--- config.mk ---
export PLATFORM = sky130hd
export DESIGN_NAME = modular_exponentiation
export DESIGN_NICKNAME = d
export VERILOG_FILES = /design/src/rtl/mexp_pkg.sv /design/src/rtl/modular_exponentiation.sv /design/src/rtl/mexp_modmul.sv /design/src/rtl/mexp_datapath.sv /design/src/rtl/mexp_ctrl.sv
export SDC_FILE = /design/constraint.sdc
export NUM_CORES = 1
export LEC_CHECK = 0
export BUFFER_PORTS_ARGS = -buffer_cell sky130_fd_sc_hd__buf_2
export CAP_MARGIN = 40
export CELL_PAD_IN_SITES_DETAIL_PLACEMENT = 2
export CELL_PAD_IN_SITES_GLOBAL_PLACEMENT = 2
export CORE_MARGIN = 3
export CORE_UTILIZATION = 36
export DETAILED_ROUTE_END_ITERATION = 8
export GPL_TIMING_DRIVEN = 0
export PLACE_DENSITY_LB_ADDON = 0.1
export SETUP_SLACK_MARGIN = 0.4
export SYNTH_ARGS = -nofsm -noshare
export SYNTH_HDL_FRONTEND = slang
export SYNTH_SLANG_ARGS = --single-unit
--- constraint.sdc ---
create_clock -name clk -period 4.9 [get_ports clk]
set_input_delay 1.225 -clock clk [delete_from_list [all_inputs] [get_ports clk]]
set_output_delay 1.225 -clock clk [all_outputs]
set_load 0.005 [all_outputs]
--- src/rtl/mexp_pkg.sv ---
// shared constants, codes and controller/datapath interface types
package mexp_pkg;

  // default widths of the configuration registers
  localparam int MOD_WIDTH_DEF = 31;
  localparam int EXP_WIDTH_DEF = 32;

  // fixed stream field widths
  localparam int VALUE_WIDTH = 31;
  localparam int POWER_WIDTH = 31;
  localparam int TDATA_WIDTH = 32;

  // configuration port
  localparam int CFG_INDEX_WIDTH = 8;
  localparam logic [CFG_INDEX_WIDTH-1:0] REG_MODULUS  = 8'd0;
  localparam logic [CFG_INDEX_WIDTH-1:0] REG_EXPONENT = 8'd1;
  localparam int MODULUS_RESET  = 3233;
  localparam int EXPONENT_RESET = 17;

  // operand selection for the modular multiplier
  localparam logic [1:0] OP_REDUCE = 2'd0;  // value * 1
  localparam logic [1:0] OP_MUL    = 2'd1;  // acc * sq
  localparam logic [1:0] OP_SQR    = 2'd2;  // sq * sq

  // commands from controller
  typedef struct packed {
    logic       item_load;
    logic       mul_start;
    logic [1:0] op_sel;
    logic       acc_load;
    logic       sq_load;
    logic       exp_clear0;
    logic       exp_shift;
    logic       res_load;
  } mexp_cmd_t;

  // status back to controller
  typedef struct packed {
    logic trivial;
    logic exp_zero;
    logic exp_lsb;
    logic mul_done;
  } mexp_status_t;

endpackage

--- src/rtl/modular_exponentiation.sv ---
// modular exponentiation engine top level: config registers, output register
//
//   channel  dir  handshake             payload
//   in_      in   in_tvalid/in_tready   in_tdata[30:0] value
//   out_     out  out_tvalid/out_tready out_tdata[30:0] power
//   cfg_     in   cfg_valid/cfg_ready   cfg_index (0 modulus, 1 exponent), cfg_data
//
// one word at a time; a word takes 1 + P + K modular multiplies, where
// P is the position of the highest set exponent bit and K the count of set
// bits, each modular multiply being 31 steps of the shared bit-serial unit.
// zero exponent or zero modulus skips the multiplies and goes straight to the result.
// synchronous active-low reset clears control state and loads 3233 and 17.
// a stalled result holds in the output register while the next word starts.
module modular_exponentiation #(
  parameter int MOD_WIDTH = mexp_pkg::MOD_WIDTH_DEF,
  parameter int EXP_WIDTH = mexp_pkg::EXP_WIDTH_DEF,
  localparam int CFG_DATA_WIDTH = (MOD_WIDTH > EXP_WIDTH) ? MOD_WIDTH : EXP_WIDTH
) (
  input  logic                                 clk,
  input  logic                                 rst_n,
  input  logic                                 in_tvalid,
  output logic                                 in_tready,
  input  logic [mexp_pkg::TDATA_WIDTH-1:0]     in_tdata,   // [30:0] value
  output logic                                 out_tvalid,
  input  logic                                 out_tready,
  output logic [mexp_pkg::TDATA_WIDTH-1:0]     out_tdata,  // [30:0] power
  input  logic                                 cfg_valid,
  output logic                                 cfg_ready,
  input  logic [mexp_pkg::CFG_INDEX_WIDTH-1:0] cfg_index,
  input  logic [CFG_DATA_WIDTH-1:0]            cfg_data
);

  localparam int PW = mexp_pkg::POWER_WIDTH;
  localparam int TW = mexp_pkg::TDATA_WIDTH;

  logic [MOD_WIDTH-1:0]   modulus_r;
  logic [EXP_WIDTH-1:0]   exponent_r;
  logic                   out_valid_r;
  logic [PW-1:0]          out_power_r;
  logic                   out_free;
  logic [MOD_WIDTH-1:0]   result;
  mexp_pkg::mexp_cmd_t    cmd;
  mexp_pkg::mexp_status_t status;

  // configuration registers
  assign cfg_ready = 1'b1;

  always_ff @(posedge clk) begin
    if (!rst_n) begin
      modulus_r  <= MOD_WIDTH'(mexp_pkg::MODULUS_RESET);
      exponent_r <= EXP_WIDTH'(mexp_pkg::EXPONENT_RESET);
    end else if (cfg_valid) begin
      case (cfg_index)
        mexp_pkg::REG_MODULUS:  modulus_r  <= cfg_data[MOD_WIDTH-1:0];
        mexp_pkg::REG_EXPONENT: exponent_r <= cfg_data[EXP_WIDTH-1:0];
        default: ;
      endcase
    end
  end

  mexp_ctrl u_ctrl (
    .clk       (clk),
    .rst_n     (rst_n),
    .in_tvalid (in_tvalid),
    .in_tready (in_tready),
    .out_free  (out_free),
    .status    (status),
    .cmd       (cmd)
  );

  mexp_datapath #(
    .MOD_WIDTH (MOD_WIDTH),
    .EXP_WIDTH (EXP_WIDTH)
  ) u_datapath (
    .clk          (clk),
    .rst_n        (rst_n),
    .cmd          (cmd),
    .in_value     (in_tdata[mexp_pkg::VALUE_WIDTH-1:0]),
    .cfg_modulus  (modulus_r),
    .cfg_exponent (exponent_r),
    .status       (status),
    .result       (result)
  );

  // output register
  assign out_free = !out_valid_r || out_tready;

  always_ff @(posedge clk) begin
    if (!rst_n) begin
      out_valid_r <= 1'b0;
    end else if (cmd.res_load) begin
      out_valid_r <= 1'b1;
    end else if (out_tready) begin
      out_valid_r <= 1'b0;
    end
  end

  always_ff @(posedge clk) begin
    if (cmd.res_load) begin
      out_power_r <= PW'(result);
    end
  end

  assign out_tvalid = out_valid_r;
  assign out_tdata  = TW'(out_power_r);

endmodule

--- src/rtl/mexp_modmul.sv ---
// iterative interleaved modular multiplier, one multiplier bit per cycle
module mexp_modmul #(
  parameter int MOD_WIDTH = mexp_pkg::MOD_WIDTH_DEF
) (
  input  logic                                clk,
  input  logic                                rst_n,
  input  logic                                start,
  input  logic [mexp_pkg::VALUE_WIDTH-1:0]    a,
  input  logic [MOD_WIDTH-1:0]                b,
  input  logic [MOD_WIDTH-1:0]                m,
  output logic                                done,
  output logic [MOD_WIDTH-1:0]                r
);

  localparam int AW = mexp_pkg::VALUE_WIDTH;
  localparam int CW = $clog2(AW);
  localparam int RW = MOD_WIDTH + 2;

  logic [AW-1:0]        a_r;
  logic [MOD_WIDTH-1:0] b_r;
  logic [MOD_WIDTH-1:0] m_r;
  logic [MOD_WIDTH-1:0] r_r;
  logic [MOD_WIDTH-1:0] r_nxt;
  logic [CW-1:0]        cnt_r;
  logic                 busy_r;
  logic                 done_r;
  logic [RW-1:0]        sum;
  logic [RW-1:0]        m1;
  logic [RW-1:0]        m2;

  // r = 2r + a_bit*b, then bring back below m (sum stays under 3m since b <= m)
  always_comb begin
    m1  = RW'(m_r);
    m2  = RW'({m_r, 1'b0});
    sum = RW'({r_r, 1'b0}) + (a_r[AW-1] ? RW'(b_r) : '0);
    if (sum >= m2) begin
      r_nxt = MOD_WIDTH'(sum - m2);
    end else if (sum >= m1) begin
      r_nxt = MOD_WIDTH'(sum - m1);
    end else begin
      r_nxt = MOD_WIDTH'(sum);
    end
  end

  // operand and partial remainder registers
  always_ff @(posedge clk) begin
    if (start) begin
      a_r   <= a;
      b_r   <= b;
      m_r   <= m;
      r_r   <= '0;
      cnt_r <= CW'(AW - 1);
    end else if (busy_r) begin
      a_r   <= {a_r[AW-2:0], 1'b0};
      r_r   <= r_nxt;
      cnt_r <= cnt_r - 1'b1;
    end
  end

  // busy flag and done pulse
  always_ff @(posedge clk) begin
    if (!rst_n) begin
      busy_r <= 1'b0;
      done_r <= 1'b0;
    end else begin
      done_r <= busy_r && (cnt_r == '0);
      if (start) begin
        busy_r <= 1'b1;
      end else if (busy_r && (cnt_r == '0)) begin
        busy_r <= 1'b0;
      end
    end
  end

  assign done = done_r;
  assign r    = r_r;

endmodule

--- src/rtl/mexp_datapath.sv ---
// accumulator, square and exponent registers around the shared multiplier
module mexp_datapath #(
  parameter int MOD_WIDTH = mexp_pkg::MOD_WIDTH_DEF,
  parameter int EXP_WIDTH = mexp_pkg::EXP_WIDTH_DEF
) (
  input  logic                             clk,
  input  logic                             rst_n,
  input  mexp_pkg::mexp_cmd_t              cmd,
  input  logic [mexp_pkg::VALUE_WIDTH-1:0] in_value,
  input  logic [MOD_WIDTH-1:0]             cfg_modulus,
  input  logic [EXP_WIDTH-1:0]             cfg_exponent,
  output mexp_pkg::mexp_status_t           status,
  output logic [MOD_WIDTH-1:0]             result
);

  localparam int VW = mexp_pkg::VALUE_WIDTH;

  logic [MOD_WIDTH-1:0] acc_r;
  logic [MOD_WIDTH-1:0] sq_r;
  logic [EXP_WIDTH-1:0] exp_r;
  logic [VW-1:0]        op_a;
  logic [MOD_WIDTH-1:0] op_b;
  logic                 mul_done;
  logic [MOD_WIDTH-1:0] mul_r;
  logic                 mod_zero;
  logic                 cfg_exp_zero;

  assign mod_zero     = (cfg_modulus == '0);
  assign cfg_exp_zero = (cfg_exponent == '0);

  // multiplier operand select
  always_comb begin
    case (cmd.op_sel)
      mexp_pkg::OP_REDUCE: begin
        op_a = in_value;
        op_b = MOD_WIDTH'(1);
      end
      mexp_pkg::OP_MUL: begin
        op_a = VW'(acc_r);
        op_b = sq_r;
      end
      mexp_pkg::OP_SQR: begin
        op_a = VW'(sq_r);
        op_b = sq_r;
      end
      default: begin
        op_a = '0;
        op_b = '0;
      end
    endcase
  end

  mexp_modmul #(
    .MOD_WIDTH (MOD_WIDTH)
  ) u_modmul (
    .clk   (clk),
    .rst_n (rst_n),
    .start (cmd.mul_start),
    .a     (op_a),
    .b     (op_b),
    .m     (cfg_modulus),
    .done  (mul_done),
    .r     (mul_r)
  );

  // working registers; zero modulus or zero exponent ends the item at once
  always_ff @(posedge clk) begin
    if (cmd.item_load) begin
      acc_r <= (mod_zero && !cfg_exp_zero) ? '0 : MOD_WIDTH'(1);
      exp_r <= mod_zero ? '0 : cfg_exponent;
    end else begin
      if (cmd.acc_load) begin
        acc_r <= mul_r;
      end
      if (cmd.exp_clear0) begin
        exp_r[0] <= 1'b0;
      end else if (cmd.exp_shift) begin
        exp_r <= exp_r >> 1;
      end
    end
    if (cmd.sq_load) begin
      sq_r <= mul_r;
    end
  end

  // status to controller
  always_comb begin
    status.trivial  = mod_zero || cfg_exp_zero;
    status.exp_zero = (exp_r == '0);
    status.exp_lsb  = exp_r[0];
    status.mul_done = mul_done;
  end

  assign result = acc_r;

endmodule

--- src/rtl/mexp_ctrl.sv ---
// square-and-multiply sequencer
module mexp_ctrl (
  input  logic                   clk,
  input  logic                   rst_n,
  input  logic                   in_tvalid,
  output logic                   in_tready,
  input  logic                   out_free,
  input  mexp_pkg::mexp_status_t status,
  output mexp_pkg::mexp_cmd_t    cmd
);

  localparam logic [2:0] ST_IDLE  = 3'd0;
  localparam logic [2:0] ST_RED   = 3'd1;
  localparam logic [2:0] ST_CHECK = 3'd2;
  localparam logic [2:0] ST_MUL   = 3'd3;
  localparam logic [2:0] ST_SQR   = 3'd4;
  localparam logic [2:0] ST_DONE  = 3'd5;

  logic [2:0] state_r;
  logic [2:0] state_nxt;

  // next state and commands
  always_comb begin
    state_nxt = state_r;
    cmd       = '0;
    cmd.op_sel = mexp_pkg::OP_REDUCE;
    in_tready = 1'b0;
    case (state_r)
      ST_IDLE: begin
        in_tready = 1'b1;
        if (in_tvalid) begin
          cmd.item_load = 1'b1;
          if (status.trivial) begin
            state_nxt = ST_CHECK;
          end else begin
            cmd.mul_start = 1'b1;
            cmd.op_sel    = mexp_pkg::OP_REDUCE;
            state_nxt     = ST_RED;
          end
        end
      end
      ST_RED: begin
        if (status.mul_done) begin
          cmd.sq_load = 1'b1;
          state_nxt   = ST_CHECK;
        end
      end
      ST_CHECK: begin
        if (status.exp_zero) begin
          state_nxt = ST_DONE;
        end else if (status.exp_lsb) begin
          cmd.mul_start = 1'b1;
          cmd.op_sel    = mexp_pkg::OP_MUL;
          state_nxt     = ST_MUL;
        end else begin
          cmd.mul_start = 1'b1;
          cmd.op_sel    = mexp_pkg::OP_SQR;
          state_nxt     = ST_SQR;
        end
      end
      ST_MUL: begin
        cmd.op_sel = mexp_pkg::OP_MUL;
        if (status.mul_done) begin
          cmd.acc_load   = 1'b1;
          cmd.exp_clear0 = 1'b1;
          state_nxt      = ST_CHECK;
        end
      end
      ST_SQR: begin
        cmd.op_sel = mexp_pkg::OP_SQR;
        if (status.mul_done) begin
          cmd.sq_load   = 1'b1;
          cmd.exp_shift = 1'b1;
          state_nxt     = ST_CHECK;
        end
      end
      ST_DONE: begin
        if (out_free) begin
          cmd.res_load = 1'b1;
          state_nxt    = ST_IDLE;
        end
      end
      default: begin
        state_nxt = ST_IDLE;
      end
    endcase
  end

  // state register
  always_ff @(posedge clk) begin
    if (!rst_n) begin
      state_r <= ST_IDLE;
    end else begin
      state_r <= state_nxt;
    end
  end

endmodule

==> metrics.txt <==
status=complete, but fails checks; failing checks=setup timing; maximum VDD drop=0.332 mV; Worst R2R End=u_datapath.u_modmul.r[6]; total power draw=0.0159 W; synth unique cells=83; Static Leak=8.63 nW; final setup vio count=31; Total GRT Usage=0.245; most frequent cell after synthesis=nand2_1; Hold Crit Depth=0; Sequential Power Share=0.235; Mapped Area=17,900 um2; Slew @ Worst Pin=910 ps; Mapped Cells=1,838; clock transition at the registers of the reported paths=60 ps; Period minus WS final=5500 ps; hold path endpoint=u_datapath.u_modmul.m_r[19]; P_sw=0.00676 W; Worst Setup Start Kind=flip-flop; DRT antenna net count=0; share of layout cells above drive strength 1=0.204; post-synth net total=2,015; Crit path required time=5380 ps; Die Area=52,600 um2; Comb power frac=0.578; drt via density=5.59; GP Congestion=0.848; initial antenna violation count=0; port buffer count=107; pre-CTS setup slack=-1540 ps; Sw Share=0.424; crit path max fanout=5; total number of vias=15,300; WL/cell=23.7 um; Power Dens Cells=709 nW/um2; Max H-tree Level=2; I/O pins=112; Remaining Overflow, GRT=0; clock group share of total power=0.187; vias in the first global route=16,800; clk sink count=323; synth cell count leaders=290 x nand2_1, 218 x edfxtp_1, 147 x a21oi_1, 105 x dfxtp_1, 97 x ha_1; Initial DRC Count=864; Starting Density=0.366; largest net degree at the start of global routing=39; CTS tree=yes; min-delay src=modulus_r[19]; Synth area leader=edfxtp_1; row cnt=81; final setup skew=28.5 ps; RSZ-0062 raised after global routing=yes; Mapped Avg Cell Area=9.76 um2; Top FF cell, synth=edfxtp_1; DP Wirelength=49,200 um; Worst R2R Start=u_datapath.u_modmul.a_r[30]; register area share after synthesis=0.482; fin worst setup slack=-600 ps; clock buffer count from CTS=39; final setup TNS=-15,220 ps; ranking of synthesized cells by area=edfxtp_1 36%, dfxtp_1 12%, ha_1 6.8%; flop-to-flop setup slack=-600 ps; first-pass GRT wire length=101,000 um; WL final=64,800 um; Tcrit/Tclk final=1.12; fmax=182 MHz; die span in x=229 um; # DRC=0; Placed Area=19,600 um2; arrival time at the worst endpoint=5980 ps; synth warn=0; root buffer cell=clkbuf_16; Max clock buf depth=3; Crit Path Class=reg2reg; core area=49,100 um2; pins over their slew limit=0; Int Pwr=0.00918 W; cells on worst reg2reg path=23; clk_lat worst skew=550 ps; DRT Pass-1 Iters=6; Synth top area share=0.365; Post-synth ARST share=0; worst min path class=reg2reg; Filler cells=5,197; post-route cell area=22,500 um2; final net count=2,222; area delta synth->final=25.4%; Post-synth EDFFs=218; #FFs+latches synth=323; max-cap violations=0; Worst Setup End Kind=flip-flop; max_slew headroom=0.394; endpoints failing hold=0; Die H=229 um
## cells in the final DEF (no fill, tap or decap), drive strengths merged, types with 14 or more instances in the layout
| master | count |
|---|---|
| nor2 | 65 |
| clkinv | 14 |
| edfxtp | 218 |
| xor2 | 32 |
| nand2 | 290 |
| buf | 183 |
| o21ai | 97 |
| nor2b | 38 |
| a21o | 37 |
| clkbuf | 130 |
| a21oi | 148 |
| nor3 | 30 |
| a211oi | 15 |
| inv | 63 |
| a222oi | 31 |
| o31ai | 36 |
| dfxtp | 105 |
| nand3 | 38 |
| xnor2 | 45 |
| nor4 | 29 |
| mux2i | 27 |
| nand4 | 24 |
| a22oi | 22 |
| and2 | 69 |
| ha | 97 |
## cell type report
type                            count  area, um2  area share
Tap cell                          664        831      0.0369
Clock buffer                       45       1030      0.0457
Sequential cell                   323       8650       0.384
Timing Repair Buffer              166       1150      0.0511
Antenna cell                        1       2.50    0.000111
Inverter                           62        233      0.0103
Buffer                            103        573      0.0255
Clock inverter                     25        273      0.0121
Multi-Input combinational cell   1350       9760       0.434
## registers in the layout, summed over array words and instances (netlist names), 3 cells and up
register                   cells
u_datapath.exp_r              32
out_power_r                   31
modulus_r                     31
u_datapath.u_modmul.m_r       31
u_datapath.u_modmul.cnt_r      5
u_datapath.result             31
u_datapath.sq_r               31
exponent_r                    32
u_datapath.u_modmul.b_r       31
u_datapath.u_modmul.r         31
u_ctrl.state_r                 3
u_datapath.u_modmul.a_r       31
## power by group through the flow
| stage | clock network [W] | logic, W | registers (W) |
|---|---|---|---|
| global placement | 0 | 0.00671 | 0.00377 |
| CTS | 0.00304 | 0.00866 | 0.00374 |
| finish | 0.00298 | 0.00922 | 0.00374 |
| global route | 0.00315 | 0.00997 | 0.00379 |
| floorplan | 0 | 0.00504 | 0.00364 |
| detailed placement | 0 | 0.00701 | 0.00378 |
## layer usage
layer | track usage | share of wire
met1 | 0.300 | 0.43
met2 | 0.450 | 0.51
met3 | 0.0254 | 0.027
met4 | 0.0808 | 0.034
met5 | 0 | 0
## how the worst max path moves through the flow
stage,start,end,depth (start not counted)
CTS,u_datapath.u_modmul.a_r[30],u_datapath.u_modmul.r[30],23
detailed placement,u_datapath.u_modmul.a_r[30],u_datapath.u_modmul.r[21],22
global placement,u_datapath.u_modmul.a_r[30],u_datapath.u_modmul.r[21],22
global route,u_datapath.u_modmul.a_r[30],u_datapath.u_modmul.r[6],23
finish,u_datapath.u_modmul.a_r[30],u_datapath.u_modmul.r[6],23
floorplan,u_datapath.u_modmul.a_r[30],u_datapath.u_modmul.r[28],20
## worst max-delay path, cell delays in order, from the launching register on
cell and delay, ps:
edfxtp_1 530, clkbuf_8 220, and2_4 140, ha_4 160, fa_2 380, a211oi_2 250
o21ai_2 120, o2111ai_4 310, nand2_4 180, a31oi_4 270, xnor2_4 190, ha_4 270
a21oi_4 160, a21boi_2 80, o211ai_1 210, a31oi_2 150, or4b_4 600, a21boi_4 230
nand4_4 160, buf_6 170, buf_12 130, buf_12 130, mux2i_4 190, o21ai_2 160
## per-stage QoR
step           utilization  instances  hold slack [ps]
3_5_place_dp         0.400       2622              443
2_1_floorplan            -       1838              426
5_1_grt              0.458       2738              481
6_report             0.459       2739              458
4_1_cts              0.453       2729              458
3_3_place_gp         0.395       2609              440
## kinds of logic (layout without fill, tap and decap cells)
group                    after synthesis  count (layout)  share of synthesized area
flip-flops                           323             323                      0.482
multiplexers                          29              29                     0.0163
AO/OA/AOI/OAI                        493             493                      0.181
adder cells (fa/ha/maj)              100             100                     0.0710
XOR/XNOR                              77              77                     0.0376
buffers and inverters                165             401                     0.0364
AND/OR/NAND/NOR                      649             649                      0.175
other                                  2               3                   0.000419
## timing repair
item	CTS	global route
setup endpoints to repair	62	52
resized for setup	189	51
cloned	3	0
hold buffers	0	0
buffers inserted	34	9
pin swaps	38	44
(Power assumes the default switching activity.)
